### config.mk
export PLATFORM = sky130hd
export DESIGN_NAME = utf8_decoder_with_position
export DESIGN_NICKNAME = d
export VERILOG_FILES = /design/src/ufd_pkg.sv /design/src/utf8_decoder_with_position.sv /design/src/ufd_front.sv /design/src/ufd_queue.sv /design/src/ufd_back.sv
export SDC_FILE = /design/constraint.sdc
export NUM_CORES = 1
export LEC_CHECK = 0
export ABC_AREA = 1
export BUFFER_PORTS_ARGS = -buffer_cell sky130_fd_sc_hd__buf_2
export CAP_MARGIN = 0
export CORE_ASPECT_RATIO = 0.9
export CORE_UTILIZATION = 30
export CTS_BUF_LIST = sky130_fd_sc_hd__clkbuf_2
export DETAILED_ROUTE_END_ITERATION = 10
export SLEW_MARGIN = 25
export SYNTH_ARGS = -nofsm -noshare
export SYNTH_HDL_FRONTEND = slang
export SYNTH_HIERARCHICAL = 1
export SYNTH_SLANG_ARGS = --single-unit
### constraint.sdc
create_clock -name clock -period 5.2 [get_ports clock]
set_clock_uncertainty 0.1 [all_clocks]
set_input_delay 1.04 -clock clock [delete_from_list [all_inputs] [get_ports clock]]
set_output_delay 1.04 -clock clock [all_outputs]
set_load 0.005 [all_outputs]
### src/ufd_pkg.sv
package ufd_pkg;

   // field widths
   localparam int CP_BITS     = 21;
   localparam int LINE_BITS   = 20;
   localparam int COL_BITS    = 16;
   localparam int OFFSET_BITS = 32;
   localparam int BYTE_BITS   = 8;

   // result beat layout
   localparam int RSP_BITS       = CP_BITS + LINE_BITS + COL_BITS + OFFSET_BITS;
   localparam int RSP_TDATA_BITS = ((RSP_BITS + 7) / 8) * 8;
   localparam int RSP_PAD_BITS   = RSP_TDATA_BITS - RSP_BITS;

   // job queue between front and back
   localparam int QDEPTH    = 4;
   localparam int QPTR_BITS = $clog2(QDEPTH);
   localparam int QCNT_BITS = $clog2(QDEPTH + 1);

   localparam logic [CP_BITS-1:0] CP_REPL    = 21'h00FFFD;
   localparam logic [CP_BITS-1:0] CP_NEWLINE = 21'h00000A;

   // byte masks
   localparam logic [BYTE_BITS-1:0] MASK_LEAD2 = 8'h1F;
   localparam logic [BYTE_BITS-1:0] MASK_LEAD3 = 8'h0F;
   localparam logic [BYTE_BITS-1:0] MASK_LEAD4 = 8'h07;

   // sequence length codes
   localparam logic [2:0] LEN_NONE = 3'd0;
   localparam logic [2:0] LEN_TWO  = 3'd2;
   localparam logic [2:0] LEN_THREE = 3'd3;
   localparam logic [2:0] LEN_FOUR = 3'd4;

   // work for one input byte: a run of replacements from a broken or cut
   // sequence, then at most one character or one trailing replacement
   typedef struct packed {
      logic                   is_last;
      logic                   fl_valid;
      logic [1:0]             fl_last_idx;
      logic [OFFSET_BITS-1:0] fl_off;
      logic                   ch_valid;
      logic [CP_BITS-1:0]     ch_cp;
      logic                   tl_valid;
      logic [OFFSET_BITS-1:0] ch_off;
   } ufd_job_type;

   typedef enum logic [1:0] {
      STG_FLUSH,
      STG_CHAR,
      STG_TAIL
   } ufd_stage_type;

endpackage

### src/utf8_decoder_with_position.sv
// utf-8 byte stream decoder with line, column and byte offset tracking
//
// req channel: one raw byte per beat in req_tdata, req_tlast marks the final
// byte of the stream; the last byte flushes any unfinished sequence and puts
// all position state back to line 1, column 1, offset 0
// rsp channel: one decoded character per beat, carrying code point, line,
// column and the offset of its first byte; rsp_tlast is set on the last
// beat caused by a given input byte (a byte may cause zero to four beats)
// bad or cut-short sequences come out as u+fffd, one per byte taken
//
// the front classifies each byte in the cycle it is taken and writes a job
// into a four-entry queue; the back expands jobs into result beats, one per
// cycle, and keeps line and column
// throughput: one byte per cycle while each byte yields at most one beat;
// extra beats from a broken sequence are absorbed by the queue; each beat
// is registered in the queue and then in the output register before
// rsp_tvalid; when rsp_tready is low the output register holds, the queue
// fills and req_tready drops once it is full
// reset: synchronous, active high, empties the queue and clears the decoder and position state
module utf8_decoder_with_position
   import ufd_pkg::*;
(
   input  logic                      clock,
   input  logic                      reset,
   input  logic                      req_tvalid,
   output logic                      req_tready,
   input  logic [BYTE_BITS-1:0]      req_tdata,   // byte_value [7:0]
   input  logic                      req_tlast,   // is_last
   output logic                      rsp_tvalid,
   input  logic                      rsp_tready,
   // code_point [20:0], line_number [40:21], column_number [56:41],
   // byte_offset [88:57], zero fill [95:89]
   output logic [RSP_TDATA_BITS-1:0] rsp_tdata,
   output logic                      rsp_tlast    // run_last
);

   ufd_job_type push_job;
   ufd_job_type head_job;
   logic        push;
   logic        q_full;
   logic        q_empty;
   logic        q_pop;

   // byte classification and sequence assembly
   ufd_front u_front (
      .clock    (clock),
      .reset    (reset),
      .in_valid (req_tvalid),
      .in_byte  (req_tdata),
      .in_last  (req_tlast),
      .in_ready (req_tready),
      .q_full   (q_full),
      .push     (push),
      .job      (push_job)
   );

   // decouples byte intake from result delivery
   ufd_queue u_queue (
      .clock    (clock),
      .reset    (reset),
      .push     (push),
      .push_job (push_job),
      .full     (q_full),
      .pop      (q_pop),
      .head     (head_job),
      .empty    (q_empty)
   );

   // result expansion, position counters and output register
   ufd_back u_back (
      .clock      (clock),
      .reset      (reset),
      .q_empty    (q_empty),
      .head       (head_job),
      .q_pop      (q_pop),
      .rsp_tvalid (rsp_tvalid),
      .rsp_tready (rsp_tready),
      .rsp_tdata  (rsp_tdata),
      .rsp_tlast  (rsp_tlast)
   );

endmodule

### src/ufd_front.sv
module ufd_front
   import ufd_pkg::*;
(
   input  logic                 clock,
   input  logic                 reset,
   input  logic                 in_valid,
   input  logic [BYTE_BITS-1:0] in_byte,
   input  logic                 in_last,
   output logic                 in_ready,
   input  logic                 q_full,
   output logic                 push,
   output ufd_job_type          job
);

   logic [CP_BITS-1:0]     pc_ff, pc_in;
   logic [2:0]             exp_ff, exp_in;
   logic [1:0]             taken_ff, taken_in;
   logic [OFFSET_BITS-1:0] lead_off_ff, lead_off_in;
   logic [OFFSET_BITS-1:0] byte_cnt_ff, byte_cnt_in;

   logic                   accept;
   logic                   is_cont;
   logic                   fresh;
   logic [1:0]             taken_inc;
   logic [CP_BITS-1:0]     pc_ext;

   assign in_ready = !q_full;
   assign accept   = in_valid && !q_full;

   always_comb begin
      pc_in       = pc_ff;
      exp_in      = exp_ff;
      taken_in    = taken_ff;
      lead_off_in = lead_off_ff;
      byte_cnt_in = (byte_cnt_ff == '1) ? byte_cnt_ff : byte_cnt_ff + 1'b1;
      fresh       = 1'b0;
      is_cont     = (in_byte[7:6] == 2'b10);
      taken_inc   = taken_ff + 2'd1;
      pc_ext      = {pc_ff[CP_BITS-7:0], in_byte[5:0]};

      job             = '0;
      job.is_last     = in_last;
      job.fl_off      = lead_off_ff;
      job.ch_off      = byte_cnt_ff;

      if (exp_ff != LEN_NONE) begin
         if (is_cont) begin
            if (({1'b0, taken_inc} + 3'd1) >= exp_ff) begin
               // sequence complete
               job.ch_valid = 1'b1;
               job.ch_cp    = pc_ext;
               job.ch_off   = lead_off_ff;
               pc_in        = '0;
               exp_in       = LEN_NONE;
               taken_in     = 2'd0;
            end else begin
               pc_in    = pc_ext;
               taken_in = taken_inc;
               if (in_last) begin
                  job.fl_valid    = 1'b1;
                  job.fl_last_idx = taken_inc;
               end
            end
         end else begin
            // broken sequence, then the byte starts over
            job.fl_valid    = 1'b1;
            job.fl_last_idx = taken_ff;
            fresh           = 1'b1;
         end
      end else begin
         fresh = 1'b1;
      end

      if (fresh) begin
         pc_in    = '0;
         exp_in   = LEN_NONE;
         taken_in = 2'd0;
         unique casez (in_byte)
            8'b0???????: begin
               job.ch_valid = 1'b1;
               job.ch_cp    = CP_BITS'(in_byte);
            end
            8'b110?????: begin
               pc_in       = CP_BITS'(in_byte & MASK_LEAD2);
               exp_in      = LEN_TWO;
               lead_off_in = byte_cnt_ff;
               job.tl_valid = in_last;
            end
            8'b1110????: begin
               pc_in       = CP_BITS'(in_byte & MASK_LEAD3);
               exp_in      = LEN_THREE;
               lead_off_in = byte_cnt_ff;
               job.tl_valid = in_last;
            end
            8'b11110???: begin
               pc_in       = CP_BITS'(in_byte & MASK_LEAD4);
               exp_in      = LEN_FOUR;
               lead_off_in = byte_cnt_ff;
               job.tl_valid = in_last;
            end
            default: begin
               job.ch_valid = 1'b1;
               job.ch_cp    = CP_REPL;
            end
         endcase
      end

      if (in_last) begin
         pc_in       = '0;
         exp_in      = LEN_NONE;
         taken_in    = 2'd0;
         lead_off_in = '0;
         byte_cnt_in = '0;
      end

      push = accept && (job.fl_valid || job.ch_valid || job.tl_valid);
   end

   always_ff @(posedge clock) begin
      if (reset) begin
         pc_ff       <= '0;
         exp_ff      <= LEN_NONE;
         taken_ff    <= 2'd0;
         lead_off_ff <= '0;
         byte_cnt_ff <= '0;
      end else if (accept) begin
         pc_ff       <= pc_in;
         exp_ff      <= exp_in;
         taken_ff    <= taken_in;
         lead_off_ff <= lead_off_in;
         byte_cnt_ff <= byte_cnt_in;
      end
   end

endmodule

### src/ufd_queue.sv
module ufd_queue
   import ufd_pkg::*;
(
   input  logic        clock,
   input  logic        reset,
   input  logic        push,
   input  ufd_job_type push_job,
   output logic        full,
   input  logic        pop,
   output ufd_job_type head,
   output logic        empty
);

   ufd_job_type          mem_ff [QDEPTH];
   logic [QPTR_BITS-1:0] wr_ptr_ff, rd_ptr_ff;
   logic [QCNT_BITS-1:0] cnt_ff;

   assign full  = (cnt_ff == QCNT_BITS'(QDEPTH));
   assign empty = (cnt_ff == '0);
   assign head  = mem_ff[rd_ptr_ff];

   always_ff @(posedge clock) begin
      if (push) begin
         mem_ff[wr_ptr_ff] <= push_job;
      end
   end

   always_ff @(posedge clock) begin
      if (reset) begin
         wr_ptr_ff <= '0;
         rd_ptr_ff <= '0;
         cnt_ff    <= '0;
      end else begin
         if (push) begin
            wr_ptr_ff <= wr_ptr_ff + 1'b1;
         end
         if (pop) begin
            rd_ptr_ff <= rd_ptr_ff + 1'b1;
         end
         if (push && !pop) begin
            cnt_ff <= cnt_ff + 1'b1;
         end else if (pop && !push) begin
            cnt_ff <= cnt_ff - 1'b1;
         end
      end
   end

`ifndef SYNTHESIS
   a_no_push_full: assert property (@(posedge clock) disable iff (reset)
      push |-> !full)
      else $error("job pushed into full queue");

   a_no_pop_empty: assert property (@(posedge clock) disable iff (reset)
      pop |-> !empty)
      else $error("job popped from empty queue");

   a_cnt_range: assert property (@(posedge clock) disable iff (reset)
      cnt_ff <= QCNT_BITS'(QDEPTH))
      else $error("queue fill count out of range");
`endif

endmodule

### src/ufd_back.sv
module ufd_back
   import ufd_pkg::*;
(
   input  logic                      clock,
   input  logic                      reset,
   input  logic                      q_empty,
   input  ufd_job_type               head,
   output logic                      q_pop,
   output logic                      rsp_tvalid,
   input  logic                      rsp_tready,
   output logic [RSP_TDATA_BITS-1:0] rsp_tdata,
   output logic                      rsp_tlast
);

   ufd_stage_type          stage_ff, stage_in;
   logic [1:0]             idx_ff, idx_in;
   logic [LINE_BITS-1:0]   line_ff, line_in;
   logic [COL_BITS-1:0]    col_ff, col_in;

   logic                   rsp_valid_ff;
   logic [CP_BITS-1:0]     out_cp_ff;
   logic [LINE_BITS-1:0]   out_line_ff;
   logic [COL_BITS-1:0]    out_col_ff;
   logic [OFFSET_BITS-1:0] out_off_ff;
   logic                   out_last_ff;

   logic                   sel_fl, sel_ch, sel_tl;
   logic                   load, emit, job_done;
   logic [OFFSET_BITS:0]   fl_sum;
   logic [OFFSET_BITS-1:0] res_off;
   logic [CP_BITS-1:0]     res_cp;

   always_comb begin
      sel_fl = 1'b0;
      sel_ch = 1'b0;
      unique case (stage_ff)
         STG_FLUSH: begin
            sel_fl = head.fl_valid;
            sel_ch = !head.fl_valid && head.ch_valid;
         end
         STG_CHAR: begin
            sel_ch = head.ch_valid;
         end
         STG_TAIL: begin
            sel_ch = 1'b0;
         end
         default: begin
            sel_ch = 1'b0;
         end
      endcase
      sel_tl = !sel_fl && !sel_ch && head.tl_valid;

      load = !rsp_valid_ff || rsp_tready;
      emit = !q_empty && load;

      // flushed continuation bytes sit at lead offset plus index
      fl_sum  = {1'b0, head.fl_off} + (OFFSET_BITS + 1)'(idx_ff);
      res_off = sel_fl ? (fl_sum[OFFSET_BITS] ? '1 : fl_sum[OFFSET_BITS-1:0])
                       : head.ch_off;
      res_cp  = sel_ch ? head.ch_cp : CP_REPL;

      if (sel_fl) begin
         job_done = (idx_ff == head.fl_last_idx) && !head.ch_valid && !head.tl_valid;
      end else if (sel_ch) begin
         job_done = !head.tl_valid;
      end else begin
         job_done = 1'b1;
      end

      stage_in = stage_ff;
      idx_in   = idx_ff;
      line_in  = line_ff;
      col_in   = col_ff;
      if (emit) begin
         if (job_done) begin
            stage_in = STG_FLUSH;
            idx_in   = 2'd0;
         end else if (sel_fl) begin
            if (idx_ff == head.fl_last_idx) begin
               stage_in = STG_CHAR;
               idx_in   = 2'd0;
            end else begin
               idx_in = idx_ff + 2'd1;
            end
         end else begin
            stage_in = STG_TAIL;
         end

         if (res_cp == CP_NEWLINE) begin
            line_in = (line_ff == '1) ? line_ff : line_ff + 1'b1;
            col_in  = COL_BITS'(1);
         end else begin
            col_in = (col_ff == '1) ? col_ff : col_ff + 1'b1;
         end

         // end of stream puts position back to the start
         if (job_done && head.is_last) begin
            line_in = LINE_BITS'(1);
            col_in  = COL_BITS'(1);
         end
      end

      q_pop = emit && job_done;
   end

   always_ff @(posedge clock) begin
      if (reset) begin
         stage_ff     <= STG_FLUSH;
         idx_ff       <= 2'd0;
         line_ff      <= LINE_BITS'(1);
         col_ff       <= COL_BITS'(1);
         rsp_valid_ff <= 1'b0;
      end else begin
         stage_ff <= stage_in;
         idx_ff   <= idx_in;
         line_ff  <= line_in;
         col_ff   <= col_in;
         if (load) begin
            rsp_valid_ff <= !q_empty;
         end
      end
   end

   always_ff @(posedge clock) begin
      if (emit) begin
         out_cp_ff   <= res_cp;
         out_line_ff <= line_ff;
         out_col_ff  <= col_ff;
         out_off_ff  <= res_off;
         out_last_ff <= job_done;
      end
   end

   assign rsp_tvalid = rsp_valid_ff;
   assign rsp_tlast  = out_last_ff;
   assign rsp_tdata  = {{RSP_PAD_BITS{1'b0}}, out_off_ff, out_col_ff, out_line_ff, out_cp_ff};

`ifndef SYNTHESIS
   a_job_has_work: assert property (@(posedge clock) disable iff (reset)
      !q_empty |-> (sel_fl || sel_ch || sel_tl))
      else $error("queued job with nothing left to emit");

   a_mid_job_held: assert property (@(posedge clock) disable iff (reset)
      (stage_ff != STG_FLUSH) |-> !q_empty)
      else $error("job sequencer mid-job with empty queue");

   a_stream_end_pos: assert property (@(posedge clock) disable iff (reset)
      (q_pop && head.is_last) |=> (line_ff == LINE_BITS'(1) && col_ff == COL_BITS'(1)))
      else $error("position not reset at end of stream");
`endif

endmodule

==> Word level (Yosys, flattened, before mapping) <==
Memory sizes are Yosys's and may differ from the RTL's. A register that Yosys moved wholly into a read port is not among the register bits.
Cells that the tools add are included.
{ "word_totals": {"word_cells": 150, "regBits": 222, "inputBits": 13, "ramBits": 364, "mem_count": 1, "output_inout_bits": 99} }
{ "classes": {"n_eq_ne": 15, "magnitude_cmp": 1, "n_bitwise": 1, "n_mux": 62, "add_sub_neg": 11, "reduce_logical": 41} }
{ "memory_table": {"columns": ["memory", "depth", "width", "rd", "rd_ports_with_merged_regs", "write_ports", "line_no", "text"], "rows": [
  ["u_queue.mem_ff", 4, 91, 1, 1, 1, "ufd_queue.sv:14", "ufd_job_type mem_ff [QDEPTH];"]
]} }
{ "op_table": {"columns": ["op", "count"], "rows": [
  ["32-bit 2-to-1 mux", 10],
  ["15-bit 2-to-1 mux", 5],
  ["22-bit 2-to-1 mux", 3],
  ["20-bit 2-to-1 mux", 3],
  ["16-bit 2-to-1 mux", 3],
  ["22-bit case mux with 2 select lines", 1],
  ["32-bit by 2-bit adder with 33-bit output", 1],
  ["3-bit 2-to-1 mux", 11],
  ["32-bit by 1-bit adder with 32-bit output, second input constant", 1],
  ["32-bit == test, second input constant", 1],
  ["2-bit 2-to-1 mux", 13],
  ["23-bit 2-to-1 mux", 1],
  ["21-bit by 4-bit == test with 1-bit output, second input constant", 1],
  ["21-bit 2-to-1 mux", 1],
  ["20-bit by 1-bit adder with 20-bit output, second input constant", 1],
  ["20-bit == test, second input constant", 1],
  ["16-bit by 1-bit adder with 16-bit output, second input constant", 1],
  ["16-bit == test, second input constant", 1],
  ["5-bit case mux with 3 select lines", 1],
  ["3-bit nonzero test", 4],
  ["1-bit logical AND", 10],
  ["2-bit nonzero test", 5],
  ["3-bit case mux with 3 select lines", 1],
  ["3-bit AND reduction", 3],
  ["other kinds (24)", 48]
]} }

==> Depth between registers and ports, before layout <==
{ "depth": {"word_depth": 15, "depth_mapped": 23, "depth_no_buf": 20} }

==> Modules after synthesis <==
Netlist, hierarchy kept.
{ "modules_own_cells": {"columns": ["mod", "cells_per_inst", "n_inst", "area_per_inst_um2", "seq_area_each_um2"], "rows": [
  ["ufd_queue", 938, 1, 13930.9, 11110.7],
  ["ufd_back", 844, 1, 6840.3, 3523.4],
  ["ufd_front", 710, 1, 4555.6, 1681.6]
]} }

==> Worst setup path after synthesis <==
No wires, ideal clock.
{ "synth_timing": {"kind": "input to register", "startpoint": "in rsp_tready", "endpoint": "reg u_queue.cnt_ff[1]", "slack_ps": -461, "path_buffers": 0, "t_required_ps": 4984, "path_stages": 10, "setup_time_ps": 116, "arrival_time_ps": 5445, "cell_sequence": "inv_1 a21oi_2 inv_1 nor2_1 inv_1 ha_1 inv_1 fa_1 o21ai_0 nor2_1"} }
{ "synth_between": {"elab_chain_len": 6, "elab_cells_between_ends": 8, "cone_classes": "mux (1); reduce/logical (7)"} }
{ "synth_lines": {"columns": ["element", "line_no", "text"], "rows": [
  ["from (decl)", "utf8_decoder_with_position.sv:30", "input logic rsp_tready,"],
  ["1-bit logical OR (*)", "ufd_back.sv:53", "load = !rsp_valid_ff || rsp_tready;"],
  ["1-bit logical AND (*)", "ufd_back.sv:54", "emit = !q_empty && load;"],
  ["net u_back.emit", "ufd_back.sv:28", "logic load, emit, job_done;"],
  ["1-bit logical AND (*)", "ufd_back.sv:103", "q_pop = emit && job_done;"],
  ["net q_pop", "utf8_decoder_with_position.sv:42", "logic q_pop;"],
  ["1-bit logical NOT", "ufd_queue.sv:40", "if (push && !pop) begin"],
  ["1-bit logical AND", "ufd_queue.sv:40", null],
  ["3-bit 2-to-1 mux or 2-bit nonzero test (tied branches)", null, null],
  ["to (signal assigned)", "ufd_queue.sv:41", "cnt_ff <= cnt_ff + 1'b1;"],
  ["to (signal assigned)", "ufd_queue.sv:43", "cnt_ff <= cnt_ff - 1'b1;"],
  ["to (decl)", "ufd_queue.sv:16", "logic [QCNT_BITS-1:0] cnt_ff;"]
]} }
Mark *: on every way through the listed nets, which the timed path passes. The rest lies on a longest branch.
A chain may end at the register's enable or synchronous reset.

==> results.py <==
metrics = {
    "placed_design": {
        "port_buffers": 104,
        "routabilityCongestion": 0.8869,
        "place_ws_ns": 1.073,
        "dpl.hpwl_mm": 43.39,
    },
    "floorplan": {
        "core_mm2": 0.08308,
        "dieArea_mm2": 0.08559,
        "initial_core_util": 0.3048,
        "die_h_um": 277.6,
        "die_x_um": 308.3,
        "num_rows": 100,
        "pin_count": 112,
    },
    "critical_path": {
        "cp.required_ns": 6.11,
        "path_delay_family": "buffers and inverters",
        "cp_slowest_cell": "buf_4",
        "cp_num_cells": 12,
        "cp_common_cell": "nor2_4",
        "worstPathCellList": "inv_4 > buf_4 > o21ai_0 > o22ai_1 > nand2_1 > nor2_2 > inv_2 > nor2_4 > nand2_4 > nor2_4 > nand4_4 > a21oi_1",
        "start_kind": "flip-flop",
        "rr_worst_depth": 12,
        "crit_arrival_ns": 5.21,
        "path_class": "flip-flop to flip-flop",
        "crit_path_max_fanout": 74,
        "crit_path_max_incr_delay_ns": 0.70,
        "path_buf_inv": 3,
        "cp-end-kind": "flip-flop",
    },
    "yosys": {
        "syn_area_per_cell_um2": 10.16,
        "synth-warning-count": 6,
        "synth_area_leaders": "edfxtp_1 54%, dfxtp_1 11%, nand2_1 6.7%",
        "ys_types": 45,
        "yosysSeqAreaShare": 0.6442,
        "synth_top_cell_area_share": 0.5383,
        "syn-instance-count": 2492,
        "synth_seq_cells": 588,
        "syn_area_mm2": 0.02533,
        "yosys.area.top_type": "edfxtp_1",
    },
    "timing": {
        "worst_slack_ns": 0.9068,
        "period_needed_ns": 4.293,
        "setup_viol": 0,
        "grt_setup_unrepaired": "no",
        "final_max_slew_viol_count": 0,
        "fmax_mhz": 232.9,
        "fin_setup_tns_ns": 0,
        "finalHoldViolations": 0,
        "slew_headroom": 0.2679,
        "period_share": 0.8256,
        "worstMarginPinSlew_ns": 1.087,
    },
    "power": {
        "power.leakage_nw": 10.21,
        "powerDensity_mw_per_mm2": 482.6,
        "vdd_ir_drop_max_mv": 0.2561,
        "fin_total_pwr_w": 0.01372,
    },
    "route": {
        "vias_per_cell": 4.728,
        "drt_wl_total_mm": 65.80,
        "wire_per_inst_um": 16.81,
        "firstDrtPassIters": 5,
        "drc": 0,
        "detail-route-antenna-nets": 0,
        "drtIter0Drc": 1511,
        "vias": 18510,
    },
    "clocking": {
        "cts-root-buf": "clkbuf_2",
        "cts.repair.resized": 0,
        "cts_buffers": 147,
        "clock_latency_ns": 1.30,
        "cts_max_level": 4,
        "cts.sinks": 588,
        "path_clk_slew_ns": 0.11,
        "clk_path_buf_depth": 3,
        "cts_tree": "yes",
    },
    "global_route": {
        "grt_use_total": 0.1532,
        "grt_max_degree": 85,
        "first_global_vias": 17630,
        "grt_antenna_before_repair": 9,
        "grt_pass1_wl_mm": 101.3,
        "grt-ovfl-total": 0,
    },
    "cells_and_area": {
        "drive_gt1_frac": 0.1489,
        "fin_util": 0.3421,
        "final_nets": 2704,
        "multi_input_area_mm2": 0.007621,
        "fillers": 8539,
        "register_area_mm2": 0.01632,
        "area_delta_synth_final_pct": 12.23,
    },
    "run_status": {
        "status": "completed",
    },
    "min_path": {
        "hold_path.class": "flip-flop to flip-flop",
        "holdPathStages": 1,
        "min-delay-start": "u_queue/rd_ptr_ff[1]$_SDFFE_PP0P_",
    },
    "job": {
        "drv_cap": 0,
    },
}
layout make-up:
class,instances,share of cell area
sequential,588,0.5742
multi-input combinational,1603,0.2681
tap,1122,0.04939
clock buffer,206,0.03627
timing repair buffer,148,0.03354
inverter,187,0.02522
clock inverter,56,0.01281
antenna,5,0.0004402
layer usage:
layer  GRT usage  vias to the layer above  wire length, µm
met5           0                        -               49
met4     0.05383                        6             1391
li1            -                     9017                -
met2      0.2320                      555            29820
met3     0.03980                      104             4313
met1      0.2108                     8830            30230
power breakdown:
| group | internal, W | total [W] | switching [W] |
|---|---|---|---|
| registers | 0.00599 | 0.00632 | 0.000328 |
| clock network | 0.00133 | 0.00319 | 0.00187 |
| logic | 0.00118 | 0.00421 | 0.00303 |
| total | 0.00850 | 0.0137 | 0.00522 |
worst paths after layout:
kind         slack (ns)                              to
max                0.91  u_back/out_off_ff[0]$_DFFE_PP_
max reg2reg        0.91  u_back/out_off_ff[0]$_DFFE_PP_
min                0.34                       flip-flop
min reg2reg        0.34                       flip-flop
cells by family (layout without fill, tap and decap cells):
group,after synthesis,in the layout,share of synthesized area
compound gates,470,470,0.1025
other cells,1,12,0.0001481
fa+ha+maj,16,16,0.008497
buf+inv,307,597,0.05632
xor+xnor,37,37,0.01280
simple gates,1073,1073,0.1755
flops,588,588,0.6442
synth_stat cells (all sizes together):
library cell / count
nand2: 463
o22ai: 91
nand3: 87
clkinv: 3
nor4: 3
o211ai: 3
o21ai: 254
edfxtp: 454
xor2: 25
a22oi: 31
inv: 184
ha: 14
a31oi: 16
nor3: 30
nand3b: 5
o21bai: 5
fa: 2
xnor2: 12
nand4: 23
a211oi: 1
or2: 10
dfxtp: 134
o2111ai: 1
o21a: 1
nor2: 451
buf: 62
clkbuf: 58
and2: 1
conb: 1
a21oi: 67
placed cells by master, fill, tap and decap left out, types with 5 or more instances in the layout:
master         Yosys  routed
a21oi_1           66      66
a22oi_1           31      31
a31oi_1           16      16
buf_2             18     104
buf_4             16      19
bufinv_16          0       5
clkbuf_2           7     206
clkinv_1           3      39
clkinv_2           0       8
conb_1             1       7
dfxtp_1          134     132
diode_2            0       5
dlygate4sd3_1      0      21
edfxtp_1         454     454
ha_1              14      14
inv_1            173     169
inv_2             10      13
inv_4              1       6
nand2_1          454     454
nand2_2            6       6
nand3_1           85      85
nand3b_1           5       5
nand4_1           22      22
nor2_1           432     432
nor2_2            15      15
nor3_1            27      27
o21ai_0          250     249
o21ai_1            4       5
o21bai_1           5       5
o22ai_1           91      91
or2_2             10      10
xnor2_1           12      12
xor2_1            25      25
sequential cells by signal (all words and copies together) (netlist names), 3 cells and up, named ones only:
register / count
u_back/col_ff: 16
u_queue/mem_ff: 364
u_back/line_ff: 20
u_front/exp_ff: 3
u_front/pc_ff: 15
u_back/out_off_ff: 32
u_back/out_cp_ff: 21
u_front/lead_off_ff: 32
u_back/out_col_ff: 16
u_front/byte_cnt_ff: 32
u_back/out_line_ff: 20
u_queue/cnt_ff: 3
metrics by stage:
step | cell area (µm²) | std cells | hold slack, ns
after floorplan | 25360 | 2498 | 0.3082
after global placement | 26810 | 3627 | 0.3386
after detailed placement | 26810 | 3627 | 0.3254
after CTS | 28410 | 3910 | 0.2978
after global routing | 28420 | 3915 | 0.3608
final | 28420 | 3915 | 0.3362
repair_timing:
item                      CTS  global route
hold endpoints to repair   49             0
hold buffers               21             0
buffers inserted            0             0
No activity file was read; power rests on OpenSTA's default activity.
